==> config.mk <==
export PLATFORM = sky130hd
export DESIGN_NAME = activity_power_mode_controller_core_flat
export DESIGN_NICKNAME = d
export VERILOG_FILES = /design/src/apmc_pkg.sv /design/src/apmc_if.sv /design/src/activity_power_mode_controller_core.sv /design/src/flat_wrapper.sv
export SDC_FILE = /design/constraint.sdc
export NUM_CORES = 1
export LEC_CHECK = 0
export BUFFER_PORTS_ARGS = -buffer_cell sky130_fd_sc_hd__buf_2
export CORE_MARGIN = 2
export CORE_UTILIZATION = 40
export DETAILED_ROUTE_END_ITERATION = 16
export PLACE_DENSITY = 0.54
export RECOVER_POWER = 100
export SYNTH_ARGS = -nofsm -noshare
export SYNTH_HDL_FRONTEND = slang
export SYNTH_SLANG_ARGS = --single-unit
==> constraint.sdc <==
create_clock -name clk -period 9 [get_ports clk]
set_input_delay 1.35 -clock clk [delete_from_list [all_inputs] [get_ports clk]]
set_output_delay 1.35 -clock clk [all_outputs]
set_load 0.05 [all_outputs]
==> src/apmc_pkg.sv <==
`default_nettype none

package apmc_pkg;

	localparam int CMD_W = 3;
	localparam int STAMP_W = 32;
	localparam int THR_W = 32;
	localparam int PACK_W = 64;
	localparam int IVL_W = 16;
	localparam int REG_IDX_W = 3;

	typedef enum logic [1:0] {
		MODE_IDLE   = 2'd0,
		MODE_LOW    = 2'd1,
		MODE_NORMAL = 2'd2,
		MODE_ACTIVE = 2'd3
	} mode_t;

	typedef logic [CMD_W-1:0] cmd_t;

	localparam cmd_t CMD_QUERY    = 3'd0;
	localparam cmd_t CMD_ACTIVITY = 3'd1;
	localparam cmd_t CMD_USER     = 3'd2;
	localparam cmd_t CMD_AUDIO    = 3'd3;
	localparam cmd_t CMD_UPDATE   = 3'd4;
	localparam cmd_t CMD_START    = 3'd5;

	typedef logic [REG_IDX_W-1:0] reg_idx_t;

	localparam reg_idx_t REG_BOOT_PERIOD       = 3'd0;
	localparam reg_idx_t REG_ACTIVE_THRESHOLD  = 3'd1;
	localparam reg_idx_t REG_LOW_THRESHOLD     = 3'd2;
	localparam reg_idx_t REG_IDLE_THRESHOLD    = 3'd3;
	localparam reg_idx_t REG_LOOP_INTERVALS    = 3'd4;
	localparam reg_idx_t REG_ADC_INTERVALS     = 3'd5;
	localparam reg_idx_t REG_DISPLAY_INTERVALS = 3'd6;

	localparam logic [THR_W-1:0] BOOT_PERIOD_RST      = 32'd2000;
	localparam logic [THR_W-1:0] ACTIVE_THRESHOLD_RST = 32'd1000;
	localparam logic [THR_W-1:0] LOW_THRESHOLD_RST    = 32'd5000;
	localparam logic [THR_W-1:0] IDLE_THRESHOLD_RST   = 32'd30000;

	function automatic logic [IVL_W-1:0] pick_interval(input logic [PACK_W-1:0] packed_ivl,
		input mode_t m);
		logic [IVL_W-1:0] r;
		unique case (m)
			MODE_IDLE:   r = packed_ivl[0*IVL_W +: IVL_W];
			MODE_LOW:    r = packed_ivl[1*IVL_W +: IVL_W];
			MODE_NORMAL: r = packed_ivl[2*IVL_W +: IVL_W];
			MODE_ACTIVE: r = packed_ivl[3*IVL_W +: IVL_W];
			default:     r = packed_ivl[0*IVL_W +: IVL_W];
		endcase
		return r;
	endfunction

endpackage

`default_nettype wire

==> src/apmc_if.sv <==
`default_nettype none

interface apmc_evt_if;
	logic                          valid;
	logic                          ready;
	logic [apmc_pkg::CMD_W-1:0]    command;
	logic [apmc_pkg::STAMP_W-1:0]  now_ms;
	logic [apmc_pkg::STAMP_W-1:0]  last_adc_update_ms;
	logic [apmc_pkg::STAMP_W-1:0]  last_display_update_ms;

	modport source(output valid, command, now_ms, last_adc_update_ms, last_display_update_ms,
		input ready);
	modport sink(input valid, command, now_ms, last_adc_update_ms, last_display_update_ms,
		output ready);
endinterface

interface apmc_res_if;
	logic                        valid;
	logic                        ready;
	logic [1:0]                  mode;
	logic [apmc_pkg::IVL_W-1:0]  loop_interval;
	logic [apmc_pkg::IVL_W-1:0]  adc_interval;
	logic [apmc_pkg::IVL_W-1:0]  display_interval;
	logic                        adc_due;
	logic                        display_due;

	modport source(output valid, mode, loop_interval, adc_interval, display_interval, adc_due,
		display_due, input ready);
	modport sink(input valid, mode, loop_interval, adc_interval, display_interval, adc_due,
		display_due, output ready);
endinterface

interface apmc_cfg_if;
	logic                            valid;
	logic                            ready;
	logic [apmc_pkg::REG_IDX_W-1:0]  index;
	logic [apmc_pkg::PACK_W-1:0]     data;

	modport source(output valid, index, data, input ready);
	modport sink(input valid, index, data, output ready);
endinterface

`default_nettype wire

==> src/activity_power_mode_controller_core.sv <==
`default_nettype none

// Power mode controller driven by timestamped events. Each event transaction
// yields exactly one result transaction. Throughput is one event per cycle
// while the result channel is ready. An event passes the event register, then
// the result register; the mode/timestamp state is updated at the same edge
// that loads the result register, so a following event always sees the state
// left by the one before. Backpressure on the result channel stalls both stages.
// Configuration writes are always ready. TIME_WIDTH sets the width of stored
// timestamps and the modulus of all elapsed-time arithmetic.
module activity_power_mode_controller_core #(
	parameter int TIME_WIDTH = 32
) (
	input  wire logic   clk,
	input  wire logic   arst_n,
	apmc_cfg_if.sink    cfg,
	apmc_evt_if.sink    evt,
	apmc_res_if.source  res
);

	localparam int CW = (TIME_WIDTH > apmc_pkg::STAMP_W) ? TIME_WIDTH : apmc_pkg::STAMP_W;

	// configuration
	logic [apmc_pkg::THR_W-1:0]  boot_period_q;
	logic [apmc_pkg::THR_W-1:0]  active_threshold_q;
	logic [apmc_pkg::THR_W-1:0]  low_threshold_q;
	logic [apmc_pkg::THR_W-1:0]  idle_threshold_q;
	logic [apmc_pkg::PACK_W-1:0] loop_intervals_q;
	logic [apmc_pkg::PACK_W-1:0] adc_intervals_q;
	logic [apmc_pkg::PACK_W-1:0] display_intervals_q;

	assign cfg.ready = 1'b1;

	always_ff @(posedge clk or negedge arst_n) begin
		if (!arst_n) begin
			boot_period_q       <= apmc_pkg::BOOT_PERIOD_RST;
			active_threshold_q  <= apmc_pkg::ACTIVE_THRESHOLD_RST;
			low_threshold_q     <= apmc_pkg::LOW_THRESHOLD_RST;
			idle_threshold_q    <= apmc_pkg::IDLE_THRESHOLD_RST;
			loop_intervals_q    <= '0;
			adc_intervals_q     <= '0;
			display_intervals_q <= '0;
		end else if (cfg.valid) begin
			unique case (cfg.index)
				apmc_pkg::REG_BOOT_PERIOD:
					boot_period_q <= cfg.data[apmc_pkg::THR_W-1:0];
				apmc_pkg::REG_ACTIVE_THRESHOLD:
					active_threshold_q <= cfg.data[apmc_pkg::THR_W-1:0];
				apmc_pkg::REG_LOW_THRESHOLD:
					low_threshold_q <= cfg.data[apmc_pkg::THR_W-1:0];
				apmc_pkg::REG_IDLE_THRESHOLD:
					idle_threshold_q <= cfg.data[apmc_pkg::THR_W-1:0];
				apmc_pkg::REG_LOOP_INTERVALS:    loop_intervals_q    <= cfg.data;
				apmc_pkg::REG_ADC_INTERVALS:     adc_intervals_q     <= cfg.data;
				apmc_pkg::REG_DISPLAY_INTERVALS: display_intervals_q <= cfg.data;
				default: begin
				end
			endcase
		end
	end

	// event register
	logic                           valid_s1;
	apmc_pkg::cmd_t                 cmd_s1;
	logic [apmc_pkg::STAMP_W-1:0]   now_s1;
	logic [apmc_pkg::STAMP_W-1:0]   last_adc_s1;
	logic [apmc_pkg::STAMP_W-1:0]   last_disp_s1;

	logic                           valid_s2;
	logic                           advance;

	assign advance   = !valid_s2 || res.ready;
	assign evt.ready = !valid_s1 || advance;

	always_ff @(posedge clk or negedge arst_n) begin
		if (!arst_n) begin
			valid_s1 <= 1'b0;
		end else if (evt.ready) begin
			valid_s1 <= evt.valid;
		end
	end

	always_ff @(posedge clk) begin
		if (evt.valid && evt.ready) begin
			cmd_s1       <= evt.command;
			now_s1       <= evt.now_ms;
			last_adc_s1  <= evt.last_adc_update_ms;
			last_disp_s1 <= evt.last_display_update_ms;
		end
	end

	// state
	logic [TIME_WIDTH-1:0]  boot_time_q;
	logic [TIME_WIDTH-1:0]  activity_time_q;
	logic [TIME_WIDTH-1:0]  user_input_time_q;
	apmc_pkg::mode_t        power_mode_q;

	logic [TIME_WIDTH-1:0]  boot_time_d;
	logic [TIME_WIDTH-1:0]  activity_time_d;
	logic [TIME_WIDTH-1:0]  user_input_time_d;
	apmc_pkg::mode_t        power_mode_d;
	apmc_pkg::mode_t        chosen_mode;

	logic [CW-1:0]          now_x;
	logic [CW-1:0]          last_adc_x;
	logic [CW-1:0]          last_disp_x;
	logic [TIME_WIDTH-1:0]  now_t;
	logic [TIME_WIDTH-1:0]  since_boot;
	logic [TIME_WIDTH-1:0]  since_user;
	logic [TIME_WIDTH-1:0]  since_activity;
	logic [TIME_WIDTH-1:0]  since_adc;
	logic [TIME_WIDTH-1:0]  since_disp;

	logic [apmc_pkg::IVL_W-1:0] loop_iv;
	logic [apmc_pkg::IVL_W-1:0] adc_iv;
	logic [apmc_pkg::IVL_W-1:0] disp_iv;
	logic                       adc_due;
	logic                       disp_due;

	always_comb begin
		now_x          = CW'(now_s1);
		last_adc_x     = CW'(last_adc_s1);
		last_disp_x    = CW'(last_disp_s1);
		now_t          = now_x[TIME_WIDTH-1:0];
		since_boot     = now_t - boot_time_q;
		since_user     = now_t - user_input_time_q;
		since_activity = now_t - activity_time_q;
		since_adc      = now_t - last_adc_x[TIME_WIDTH-1:0];
		since_disp     = now_t - last_disp_x[TIME_WIDTH-1:0];
	end

	always_comb begin
		priority if (CW'(since_boot) < CW'(boot_period_q)) begin
			chosen_mode = apmc_pkg::MODE_NORMAL;
		end else if (CW'(since_user) < CW'(active_threshold_q)) begin
			chosen_mode = apmc_pkg::MODE_ACTIVE;
		end else if (CW'(since_activity) < CW'(low_threshold_q)) begin
			chosen_mode = apmc_pkg::MODE_NORMAL;
		end else if (CW'(since_activity) < CW'(idle_threshold_q)) begin
			chosen_mode = apmc_pkg::MODE_LOW;
		end else begin
			chosen_mode = apmc_pkg::MODE_IDLE;
		end
	end

	always_comb begin
		boot_time_d       = boot_time_q;
		activity_time_d   = activity_time_q;
		user_input_time_d = user_input_time_q;
		power_mode_d      = power_mode_q;
		unique case (cmd_s1)
			apmc_pkg::CMD_ACTIVITY: begin
				activity_time_d = now_t;
			end
			apmc_pkg::CMD_USER: begin
				activity_time_d   = now_t;
				user_input_time_d = now_t;
			end
			apmc_pkg::CMD_AUDIO: begin
				if (power_mode_q == apmc_pkg::MODE_IDLE || power_mode_q == apmc_pkg::MODE_LOW) begin
					activity_time_d = now_t;
				end
			end
			apmc_pkg::CMD_UPDATE: begin
				power_mode_d = chosen_mode;
			end
			apmc_pkg::CMD_START: begin
				boot_time_d       = now_t;
				activity_time_d   = now_t;
				user_input_time_d = now_t;
				power_mode_d      = apmc_pkg::MODE_NORMAL;
			end
			default: begin
			end
		endcase

		loop_iv  = apmc_pkg::pick_interval(loop_intervals_q, power_mode_d);
		adc_iv   = apmc_pkg::pick_interval(adc_intervals_q, power_mode_d);
		disp_iv  = apmc_pkg::pick_interval(display_intervals_q, power_mode_d);
		adc_due  = CW'(since_adc) >= CW'(adc_iv);
		disp_due = CW'(since_disp) >= CW'(disp_iv);
	end

	always_ff @(posedge clk or negedge arst_n) begin
		if (!arst_n) begin
			boot_time_q       <= '0;
			activity_time_q   <= '0;
			user_input_time_q <= '0;
			power_mode_q      <= apmc_pkg::MODE_NORMAL;
		end else if (advance && valid_s1) begin
			boot_time_q       <= boot_time_d;
			activity_time_q   <= activity_time_d;
			user_input_time_q <= user_input_time_d;
			power_mode_q      <= power_mode_d;
		end
	end

	// result register
	apmc_pkg::mode_t             mode_s2;
	logic [apmc_pkg::IVL_W-1:0]  loop_iv_s2;
	logic [apmc_pkg::IVL_W-1:0]  adc_iv_s2;
	logic [apmc_pkg::IVL_W-1:0]  disp_iv_s2;
	logic                        adc_due_s2;
	logic                        disp_due_s2;

	always_ff @(posedge clk or negedge arst_n) begin
		if (!arst_n) begin
			valid_s2 <= 1'b0;
		end else if (advance) begin
			valid_s2 <= valid_s1;
		end
	end

	always_ff @(posedge clk) begin
		if (advance && valid_s1) begin
			mode_s2     <= power_mode_d;
			loop_iv_s2  <= loop_iv;
			adc_iv_s2   <= adc_iv;
			disp_iv_s2  <= disp_iv;
			adc_due_s2  <= adc_due;
			disp_due_s2 <= disp_due;
		end
	end

	assign res.valid            = valid_s2;
	assign res.mode             = mode_s2;
	assign res.loop_interval    = loop_iv_s2;
	assign res.adc_interval     = adc_iv_s2;
	assign res.display_interval = disp_iv_s2;
	assign res.adc_due          = adc_due_s2;
	assign res.display_due      = disp_due_s2;

endmodule

`default_nettype wire

==> src/flat_wrapper.sv <==
// flat-port wrapper written by rule: the top's interface ports become plain ports
module activity_power_mode_controller_core_flat 
#(
	parameter int TIME_WIDTH = 32
)
  (clk, arst_n, cfg_valid, cfg_index, cfg_data, cfg_ready, evt_valid, evt_command, evt_now_ms, evt_last_adc_update_ms, evt_last_display_update_ms, evt_ready, res_valid, res_mode, res_loop_interval, res_adc_interval, res_display_interval, res_adc_due, res_display_due, res_ready);
  apmc_cfg_if cfg_i ();
  apmc_evt_if evt_i ();
  apmc_res_if res_i ();
  input  wire logic clk;
  input  wire logic arst_n;
  input wire logic [$bits(cfg_i.valid)-1:0] cfg_valid;
  input wire logic [$bits(cfg_i.index)-1:0] cfg_index;
  input wire logic [$bits(cfg_i.data)-1:0] cfg_data;
  output wire logic [$bits(cfg_i.ready)-1:0] cfg_ready;
  input wire logic [$bits(evt_i.valid)-1:0] evt_valid;
  input wire logic [$bits(evt_i.command)-1:0] evt_command;
  input wire logic [$bits(evt_i.now_ms)-1:0] evt_now_ms;
  input wire logic [$bits(evt_i.last_adc_update_ms)-1:0] evt_last_adc_update_ms;
  input wire logic [$bits(evt_i.last_display_update_ms)-1:0] evt_last_display_update_ms;
  output wire logic [$bits(evt_i.ready)-1:0] evt_ready;
  output wire logic [$bits(res_i.valid)-1:0] res_valid;
  output wire logic [$bits(res_i.mode)-1:0] res_mode;
  output wire logic [$bits(res_i.loop_interval)-1:0] res_loop_interval;
  output wire logic [$bits(res_i.adc_interval)-1:0] res_adc_interval;
  output wire logic [$bits(res_i.display_interval)-1:0] res_display_interval;
  output wire logic [$bits(res_i.adc_due)-1:0] res_adc_due;
  output wire logic [$bits(res_i.display_due)-1:0] res_display_due;
  input wire logic [$bits(res_i.ready)-1:0] res_ready;
  assign cfg_i.valid = cfg_valid;
  assign cfg_i.index = cfg_index;
  assign cfg_i.data = cfg_data;
  assign cfg_ready = cfg_i.ready;
  assign evt_i.valid = evt_valid;
  assign evt_i.command = evt_command;
  assign evt_i.now_ms = evt_now_ms;
  assign evt_i.last_adc_update_ms = evt_last_adc_update_ms;
  assign evt_i.last_display_update_ms = evt_last_display_update_ms;
  assign evt_ready = evt_i.ready;
  assign res_valid = res_i.valid;
  assign res_mode = res_i.mode;
  assign res_loop_interval = res_i.loop_interval;
  assign res_adc_interval = res_i.adc_interval;
  assign res_display_interval = res_i.display_interval;
  assign res_adc_due = res_i.adc_due;
  assign res_display_due = res_i.display_due;
  assign res_i.ready = res_ready;
  activity_power_mode_controller_core #(.TIME_WIDTH(TIME_WIDTH)) u_core (.clk(clk), .arst_n(arst_n), .cfg(cfg_i), .evt(evt_i), .res(res_i));
endmodule
Word-level counts from Yosys, hierarchy flattened
Cells that the tools add are included.
{"block": "totals", "wordCells": 83, "inputBits": 171, "register_bits": 571, "output_inout_bits": 55}
{"block": "classes", "mux": 10, "addsub": 5, "eq_ne": 16, "n_reduce_logical": 23, "n_lt_le_gt_ge": 6}
{"cell": "16-bit case mux with 4 select lines", "n": 3}
{"cell": "32-bit subtractor", "n": 5}
{"cell": "32-bit < comparator", "n": 4}
{"cell": "32-bit by 16-bit >= comparator with 1-bit output", "n": 2}
{"cell": "32-bit case mux with 2 select lines", "n": 1}
{"cell": "32-bit 2-to-1 mux", "n": 1}
{"cell": "2-bit AND reduction", "n": 9}
{"cell": "3-bit equality test (second input constant)", "n": 5}
{"cell": "3-bit by 2-bit equality test with 1-bit output (second input constant)", "n": 4}
{"cell": "3-bit by 1-bit equality test with 1-bit output (second input constant)", "n": 2}
{"cell": "2-bit 2-to-1 mux", "n": 3}
{"cell": "2-bit by 1-bit equality test with 1-bit output (second input constant)", "n": 2}
{"cell": "2-bit equality test (second input constant)", "n": 2}
{"cell": "2-bit zero test", "n": 2}
{"cell": "2-bit case mux with 2 select lines", "n": 1}
{"cell": "3-bit zero test", "n": 1}
{"cell": "1-bit logical OR", "n": 3}
{"cell": "3-bit AND reduction", "n": 1}
{"cell": "3-bit OR reduction", "n": 1}
{"cell": "1-bit logical AND", "n": 2}
{"cell": "1-bit zero test", "n": 2}
{"cell": "2-bit by 1-bit != test with 1-bit output (second input constant)", "n": 1}
{"cell": "2-bit nonzero test", "n": 1}
{"cell": "2-bit OR reduction", "n": 1}
{"cell": "1-bit 2-to-1 mux", "n": 1}

Longest topological paths before layout
Gate-level depths: netlist of run 1.
{"block": "logic_depth", "depth_word": 10, "ltp_mapped": 40, "depth_no_buf": 38}

Worst setup path after synthesis of run 1
Ideal clock, no wire load.
{"block": "synth_path", "path_type": "register to register", "startpoint": "register u_core.now_s1[0] (netlist bit)", "endpoint": "register u_core.disp_due_s2 (netlist: u_core.res.display_due), data pin", "setup_time_ns": 0.272, "path_slack_ns": 1.093, "n_path_buf": 2, "stages_incl_launch_ff": 38, "synth_period_minus_slack_ns": 7.907, "required_time_ns": 8.728, "t_arrival_ns": 7.636, "path_cell_list": "edfxtp_1 -> inv_1 -> ha_1 -> inv_1 -> fa_1 -> a211oi_1 -> o21bai_1 -> a21oi_1 -> nor2b_1 -> o21a_1 -> o21ai_0 -> o21ai_0 -> a21bo_2 -> a31oi_1 -> a21oi_1 -> xor2_1 -> ha_1 -> nand3_1 -> [2 not listed] -> a211o_1 -> a21o_1 -> a2111oi_0 -> a311o_1 -> buf_2 -> buf_1 -> a211oi_1 -> a31o_2 -> ha_1 -> a211oi_1 -> o2111ai_1 -> or4_1 -> a2111o_1 -> a221oi_2 -> nand4_1 -> nor4_1 -> nand4_1 -> or4_1"}
{"block": "synth_between", "elab_chain_len": 10, "elab_cells_between_ends": 19, "cone_classes": "add/sub: 4; order compare: 5; eq/ne: 3; mux: 6; reduce/logical: 1"}
{"element": "start: declaration", "line_no": "activity_power_mode_controller_core.sv:65", "text": "logic [apmc_pkg::STAMP_W-1:0] now_s1;"}
{"element": "start signal: assignment", "line_no": "activity_power_mode_controller_core.sv:86", "text": "now_s1 <= evt.now_ms;"}
{"element": "32-bit subtractor", "line_no": "activity_power_mode_controller_core.sv:127", "text": "since_activity = now_t - activity_time_q;"}
{"element": "32-bit < comparator", "line_no": "activity_power_mode_controller_core.sv:139", "text": "end else if (CW'(since_activity) < CW'(idle_threshold_q)) begin"}
{"element": "1-bit 2-to-1 mux", "line_no": "activity_power_mode_controller_core.sv:139"}
{"element": "2-bit 2-to-1 mux", "line_no": "activity_power_mode_controller_core.sv:137", "text": "end else if (CW'(since_activity) < CW'(low_threshold_q)) begin"}
{"element": "2-bit 2-to-1 mux", "line_no": "activity_power_mode_controller_core.sv:135", "text": "end else if (CW'(since_user) < CW'(active_threshold_q)) begin"}
{"element": "2-bit 2-to-1 mux", "line_no": "activity_power_mode_controller_core.sv:133", "text": "priority if (CW'(since_boot) < CW'(boot_period_q)) begin"}
{"element": "2-bit case mux with 2 select lines", "line_no": "activity_power_mode_controller_core.sv:151", "text": "unique case (cmd_s1)"}
{"element": "2-bit equality test, or another cell as far along", "line_no": "apmc_pkg.sv:46", "text": "unique case (m)"}
{"element": "16-bit case mux with 4 select lines", "line_no": "apmc_pkg.sv:46"}
{"element": "32-bit by 16-bit >= comparator with 1-bit output (*)", "line_no": "activity_power_mode_controller_core.sv:181", "text": "disp_due = CW'(since_disp) >= CW'(disp_iv);"}
{"element": "named net u_core.disp_due", "line_no": "activity_power_mode_controller_core.sv:118", "text": "logic disp_due;"}
{"element": "end signal: assignment", "line_no": "activity_power_mode_controller_core.sv:221", "text": "disp_due_s2 <= disp_due;"}
{"element": "end: declaration", "line_no": "activity_power_mode_controller_core.sv:204", "text": "logic disp_due_s2;"}
Mark *: on every way through the listed nets, which the timed path passes. The rest lies on a longest branch.
A chain may end at the register's enable or synchronous reset.

Final worst setup path of run 1
{"block": "layout_path", "startpoint": "register u_core.now_s1[1] (netlist bit)", "endpoint": "register u_core.disp_due_s2 (netlist: u_core.res.display_due), data pin"}
The elaborated chain is that of the path after synthesis.

==> run_results.csv, run 1 <==
group,metric,value,unit
outcome,status,"finished, violations left",
outcome,violations,"max-capacitance violations, max-slew violations",
worst_setup_path,worst_r2r_path_depth,39,
floorplan,fp.dieH,292.8,um
clocking,cts_max_level,3,
worst_setup_path,endpoint_kind,"flop",
clocking,numCtsBuffers,68,
floorplan,fp.dieW,292.8,um
final_layout,seq_area,0.01508,mm^2
timing,min_period,8.681,ns
synthesis,synth_top_area_cell,"dfrtp_1",
floorplan,io_pins,226,
routing,dr.pass1.iters,6,
worst_setup_path,cp-endpoint,"u_core.res.display_due",
synthesis,syn_nets,3627,
final_layout,syn2layout_area_growth,17.81,%
final_layout,layoutNonFillerInstCount,4645,
routing,avgRoutedWirePerCell,21.42,um
routing,vias,25150,
synthesis,synthArstFlopShare,0.7356,
clocking,cts_tree,"done",
power,p_per_area,295.5,mW/mm^2
power,p_leak,0.01772,uW
worst_setup_path,max_stage_delay,0.51,ns
timing,finalCritPeriodShare,0.9646,
timing,finalSetupViolations,0,
worst_setup_path,crit_type,"flop to flop",
worst_setup_path,cp.arrival,9.03,ns
timing,clock_skew,0.01952,ns
worst_setup_path,crit_path_top_delay_cell,"or4_1",
synthesis,synth_cell_type_count,81,
final_layout,drive_gt1_frac,0.2352,
run,drv_cap,18,
timing,maxSlewViolCount,1073,
place,globalplace.congestion,0.9223,
worst_setup_path,critPathRequiredTime,9.35,ns
final_layout,diodes,0,
floorplan,initial_core_util,0.4050,
routing,drc,0,
worst_setup_path,crit_path_start,"u_core.now_s1[1]",
grt,grt_antenna_before_repair,0,
synthesis,synthTopCellsByCount,"dfrtp_1 (395), inv_1 (330), ha_1 (311), mux2_2 (291), nand2_1 (271)",
final_layout,multi_input_area,0.01686,mm^2
synthesis,ys_seq_elements,571,
timing,relSlewSlack,-2.139,
place,io_buffer_count,224,
timing,fmax,115.2,MHz
worst_setup_path,r2r_setup_slack,0.32,ns
clocking,root_buffer,"clkbuf_16",
grt,grt_pass1_wl,152000,um
routing,drtAntennaViolNets,0,
grt,grt-ovfl-total,0,
synthesis,synth_warnings,0,
worst_setup_path,r2r-start,"u_core.now_s1[1]",
clocking,cts.path.max_buffers,3,
floorplan,dieArea,0.08572,mm^2
synthesis,synth.top_cell.area_share,0.2963,
synthesis,synthFlopType,"dfrtp_1",
synthesis,synth_cells,3140,
clocking,clk_pin_slew,0.06,ns
routing,routed_via_density,5.415,
grt,grt_max_degree,163,
synthesis,avgSynthCellArea,10.62,um^2
final_layout,layout.nets,4007,
worst_setup_path,path_max_fanout,10,
routing,routed_wl,99510,um
place,pre_cts_slack,-0.5931,ns
synthesis,synth.top_cells.by_area,"dfrtp_1 (30%), edfxtp_1 (14%), ha_1 (12%), mux2_2 (9.8%), inv_1 (3.7%)",
place,placed_area,0.03689,mm^2
grt,grtUsageTotal,0.2305,
timing,hold_violations,0,
worst_setup_path,reg2reg_to,"u_core.res.display_due",
place,hpwl,75360,um
floorplan,rows,105,
power,ir_worst_vdd,0.1312,mV
place,placed_cells,4514,
routing,drtIter0Drc,1425,
timing,worstMarginPinSlew,4.709,ns
timing,fin_ws,0.3188,ns
clocking,clk_latency,0.61,ns
clocking,cts_sinks,571,
synthesis,synth-edff-count,151,
clocking,cts_hold_buf,0,
synthesis,yosysSeqAreaShare,0.4520,
synthesis,syn_area,0.03336,mm^2
floorplan,coreArea,0.08237,mm^2
timing,grt_setup_unrepaired,"yes",
final_layout,fill_cells,7615,
final_layout,final_cell_area,0.03930,mm^2
worst_hold_path,hp-class,"flop to flop",
worst_setup_path,start_kind,"flop",
grt,grt_pass1_vias,25410,
synthesis,yosysMostFrequentCell,"dfrtp_1",
-- cell families after synthesis --
logic type,after synthesis,synth area share
AO/OA/AOI/OAI,784,0.1523
flip-flops,571,0.4520
AND/OR/NAND/NOR,559,0.07659
buffers and inverters,430,0.04932
multiplexers,356,0.1177
adder cells (fa/ha/maj),316,0.1197
XOR/XNOR,123,0.03230
other,1,0.0001124
-- power by group --
part | internal, uW | switching, uW
logic | 2260 | 2950
clock network | 1700 | 1170
registers | 3290 | 254
-- flip-flops by register name, indices dropped and copies added (netlist names), 2 cells and up --
name / count
u_core.adc_intervals_q: 64
u_core.display_intervals_q: 64
u_core.loop_intervals_q: 64
u_core.active_threshold_q: 32
u_core.activity_time_q: 32
u_core.boot_period_q: 32
u_core.boot_time_q: 32
u_core.idle_threshold_q: 32
u_core.last_adc_s1: 32
u_core.last_disp_s1: 32
u_core.low_threshold_q: 32
u_core.now_s1: 32
u_core.user_input_time_q: 32
u_core.res.adc_interval: 16
u_core.res.display_interval: 16
u_core.res.loop_interval: 16
u_core.cmd_s1: 3
u_core.power_mode_q: 2
u_core.res.mode: 2
-- cell usage in the layout, fill, tap and decap left out, types with 7 or more instances in the layout --
cell	synthesis	layout
o21bai_1	19	19
xor2_1	36	36
nor3b_1	7	7
clkinv_2	0	8
o21a_1	33	32
nand3_1	34	34
xnor2_1	87	87
a211o_1	10	10
clkbuf_1	81	94
o21ai_0	217	215
buf_4	4	163
a21oi_1	158	155
a31o_2	37	37
nor3_1	32	32
bufinv_16	0	7
o2111ai_1	10	9
a21boi_0	38	37
nor2b_1	23	22
a31oi_1	44	42
nor2_1	90	88
clkbuf_16	0	69
nand4_1	31	31
o211ai_1	15	15
mux2_2	291	291
clkinvlp_4	0	7
nand2_1	271	270
a211oi_2	0	8
buf_2	6	156
clkbuf_8	0	8
nand2b_1	29	29
mux2i_1	65	64
ha_1	311	308
or3_1	8	8
a211oi_1	49	40
inv_1	330	329
dfrtp_1	395	395
dfstp_2	25	25
edfxtp_1	151	151
a21o_1	79	79
-- layer usage --
metal,up-vias,routed length [um],GRT usage
li1,12030,-,-
met4,0,1539,0.04478
met5,-,0,0
met2,570,45470,0.3748
met1,12450,48440,0.3307
met3,103,4058,0.02921
-- worst max-delay path: cells and delay by family (launching register included) --
kind | cells | cell delay, ns
AO/OA/AOI/OAI | 19 | 4.11
AND/OR/NAND/NOR | 11 | 1.88
adder cells (fa/ha/maj) | 3 | 0.94
buffers and inverters | 5 | 0.78
flip-flops | 1 | 0.43
XOR/XNOR | 1 | 0.27
-- how the worst min path moves through the flow --
| stage | from | endpoint | slack [ns] | depth (start not counted) |
|---|---|---|---|---|
| after global placement | u_core.boot_time_q[0] | u_core.boot_time_q[0] | 0.47 | 2 |
| final | u_core.display_intervals_q[4] | u_core.display_intervals_q[4] | 0.50 | 1 |
| after floorplan | u_core.power_mode_q[0] | u_core.power_mode_q[0] | 0.44 | 2 |
| after detailed placement | u_core.display_intervals_q[9] | u_core.display_intervals_q[9] | 0.49 | 1 |
| after CTS | u_core.adc_intervals_q[5] | u_core.adc_intervals_q[5] | 0.50 | 1 |
| after global routing | u_core.display_intervals_q[4] | u_core.display_intervals_q[4] | 0.51 | 1 |
-- cell type report --
| class | count | share of cell area |
|---|---|---|
| flip-flops and latches | 571 | 0.3836 |
| repair buffers | 409 | 0.06215 |
| well taps | 1070 | 0.03407 |
| clock buffers | 89 | 0.04788 |
| multi-input cells | 2139 | 0.4291 |
| inverters | 331 | 0.03168 |
| clock inverters | 36 | 0.01153 |
-- per-stage QoR --
step             util  hold slack (ns)   TNS, ns  total power (uW)
6_report       0.4771           0.4968         0             11610
4_1_cts        0.4773           0.5006         0             11630
5_1_grt        0.4771           0.5116  -0.09122             12430
3_5_place_dp   0.4478           0.4876   -0.8636              8685
2_1_floorplan       -           0.4384         0              6861
3_3_place_gp   0.4478           0.4672   -0.8445              8545
-- timing repair --
item,4_1_cts,5_1_grt
pin swaps,2,13
setup buffers,3,3
setup endpoints to repair,2,2
gates resized for setup,15,34
(Power assumes the default switching activity.)
==> run 2: changes to the inputs <==
--- a/config.mk
+++ b/config.mk
@@ -10,7 +10,9 @@
 export CORE_UTILIZATION = 40
 export DETAILED_ROUTE_END_ITERATION = 16
 export PLACE_DENSITY = 0.54
-export RECOVER_POWER = 100
+export RECOVER_POWER = 25
+export SETUP_SLACK_MARGIN = 0.05
+export SLEW_MARGIN = 20
 export SYNTH_ARGS = -nofsm -noshare
 export SYNTH_HDL_FRONTEND = slang
 export SYNTH_SLANG_ARGS = --single-unit
==> run 2 against run 1 <==
The run still ends with max-capacitance violations, max-slew violations left. Critical endpoint unchanged. Sequential share of layout area down 0.18 points. Design area increased by 0.46%. Global-route usage hardly changed. Highest routed layer unchanged.
==> run_results.csv, run 2 (synthesized netlist as in run 1, its figures left out) <==
group,metric,value,unit
clocking,cts_sinks,571,
grt,grt_antenna_before_repair,0,
worst_setup_path,cp_common_cell,"a21o_1",
worst_hold_path,hp-class,"flop to flop",
timing,hold_violations,0,
routing,vias,25070,
final_layout,syn2layout_area_growth,18.36,%
final_layout,diodes,0,
grt,grtUsageTotal,0.2305,
place,placed_cells,4514,
final_layout,final_cell_mix,"dfrtp_1 (395), inv_1 (329), ha_1 (308), mux2_2 (291), nand2_1 (270)",
clocking,clk_pin_slew,0.06,ns
worst_setup_path,cp.arrival,8.93,ns
floorplan,dieArea,0.08572,mm^2
floorplan,io_pins,226,
clocking,numCtsBuffers,68,
floorplan,fp.dieW,292.8,um
worst_setup_path,path_max_fanout,10,
grt,grt_max_degree,163,
power,ir_worst_vdd,0.1311,mV
worst_setup_path,endpoint_kind,"flop",
power,p_per_area,295.0,mW/mm^2
outcome,status,"finished, violations left",
clocking,root_buffer,"clkbuf_16",
routing,avgRoutedWirePerCell,21.40,um
clocking,clk_latency,0.61,ns
routing,dr.pass1.iters,6,
final_layout,layoutNonFillerInstCount,4649,
grt,grt_pass1_vias,25420,
timing,finalCritPeriodShare,0.9540,
floorplan,initial_core_util,0.4050,
floorplan,fp.dieH,292.8,um
power,total_power,11650,uW
worst_setup_path,critPathRequiredTime,9.35,ns
worst_setup_path,crit_path_top_delay_cell,"or4_1",
place,hpwl,75360,um
routing,drc,0,
timing,maxSlewViolCount,513,
timing,finalSetupViolations,0,
worst_setup_path,start_kind,"flop",
floorplan,rows,105,
routing,dr_wl_met3,3817,um
worst_setup_path,crit_type,"flop to flop",
routing,wl_met1,48610,um
run,drv_cap,7,
timing,finalSetupTns,0,ns
place,io_buffer_count,224,
worst_setup_path,max_stage_delay,0.52,ns
grt,grt-ovfl-total,0,
clocking,cts.path.max_buffers,3,
final_layout,final_common_cell,"dfrtp_1",
grt,grt_pass1_wl,152000,um
place,globalplace.congestion,0.9223,
routing,drtIter0Drc,1719,
timing,clock_skew,0.01913,ns
timing,min_period,8.586,ns
outcome,violations,"max-capacitance violations, max-slew violations",
power,p_leak,0.01793,uW
timing,holdWs,0.4965,ns
final_layout,top_regs,"u_core.adc_intervals_q: 64 flops, u_core.display_intervals_q: 64 flops, u_core.loop_intervals_q: 64 flops",
final_layout,drive_gt1_frac,0.2557,
routing,drtAntennaViolNets,0,
timing,grt_setup_unrepaired,"no",
floorplan,coreArea,0.08237,mm^2
timing,relSlewSlack,-2.107,
routing,routed_wl,99510,um
timing,fmax,116.5,MHz
final_layout,layout.nets,4011,
routing,routed_via_density,5.393,
clocking,cts_tree,"done",
routing,dr_wl_met2,45540,um
routing,highest_layer,"met4",
timing,worstMarginPinSlew,4.661,ns
clocking,cts_max_level,3,
==> run 2: cell count changes in the layout (fill, tap and decap cells not counted), sizes merged <==
cell | before | now
buf | 326 | 395
clkbuf | 172 | 107
==> run 2: timing repair <==
item / CTS / global route
gates resized for setup: 18 / 39
gates cloned: 0 / 0
pin swaps: 2 / 18
endpoints found under the setup margin: 2 / 2
hold buffers: 0 / 0
setup buffers: 3 / 7
==> run 2: metal layers <==
| layer | GRT usage | vias to the layer above |
|---|---|---|
| li1 | - | 12040 |
| met1 | 0.3309 | 12390 |
| met2 | 0.3746 | 542 |
| met3 | 0.02921 | 101 |
| met4 | 0.04478 | 0 |
| met5 | 0 | - |
==> run 2: report_power, final <==
part / internal, uW / leakage (uW) / switching [uW]
clock: 1700 / 0.00112 / 1170
combinational: 2290 / 0.0103 / 2960
sequential: 3280 / 0.00647 / 251
total: 7270 / 0.0179 / 4380
==> run 2: path summary, 6_finish.rpt <==
check,slack [ns],cells past startpoint,to,from
min in group asynchronous,2.40,1,u_core.loop_intervals_q[49],arst_n
worst max-delay path,0.41,39,u_core.res.display_due,u_core.now_s1[1]
worst min-delay path,0.50,1,u_core.adc_intervals_q[5],u_core.adc_intervals_q[5]
max in group asynchronous,1.79,2,u_core.activity_time_q[31],arst_n
worst min register to register,0.50,1,u_core.adc_intervals_q[5],u_core.adc_intervals_q[5]
worst max register to register,0.41,39,u_core.res.display_due,u_core.now_s1[1]
==> run 2: metrics by stage <==
step | util | area [um^2] | setup WS [ns]
after floorplan | - | 33360 | 1.093
after global placement | 0.4478 | 36890 | -0.5165
after detailed placement | 0.4478 | 36890 | -0.5931
after CTS | 0.4774 | 39330 | 0.06079
after global routing | 0.4793 | 39480 | 0.01765
final | 0.4793 | 39480 | 0.4138
==> run 2: final cells by class <==
type / count / area [um^2]
Fill cell: 7570 / 42890
Tap cell: 1070 / 1339
Sequential cell: 571 / 15080
Inverter: 331 / 1245
Multi-Input combinational cell: 2139 / 16910
Clock buffer: 89 / 1882
Clock inverter: 36 / 452.9
Timing Repair Buffer: 413 / 2582
==> run 2: critical path, delay by kind of cell (launching register included) <==
family                     cells  cell delay (ns)
AOI/OAI and AO/OA             19             4.06
xor gates and xnor gates       1             0.29
adders and majority gates      3             0.94
buffers and inverters          5             0.72
DFF                            1             0.43
and+or+nand+nor               11             1.88
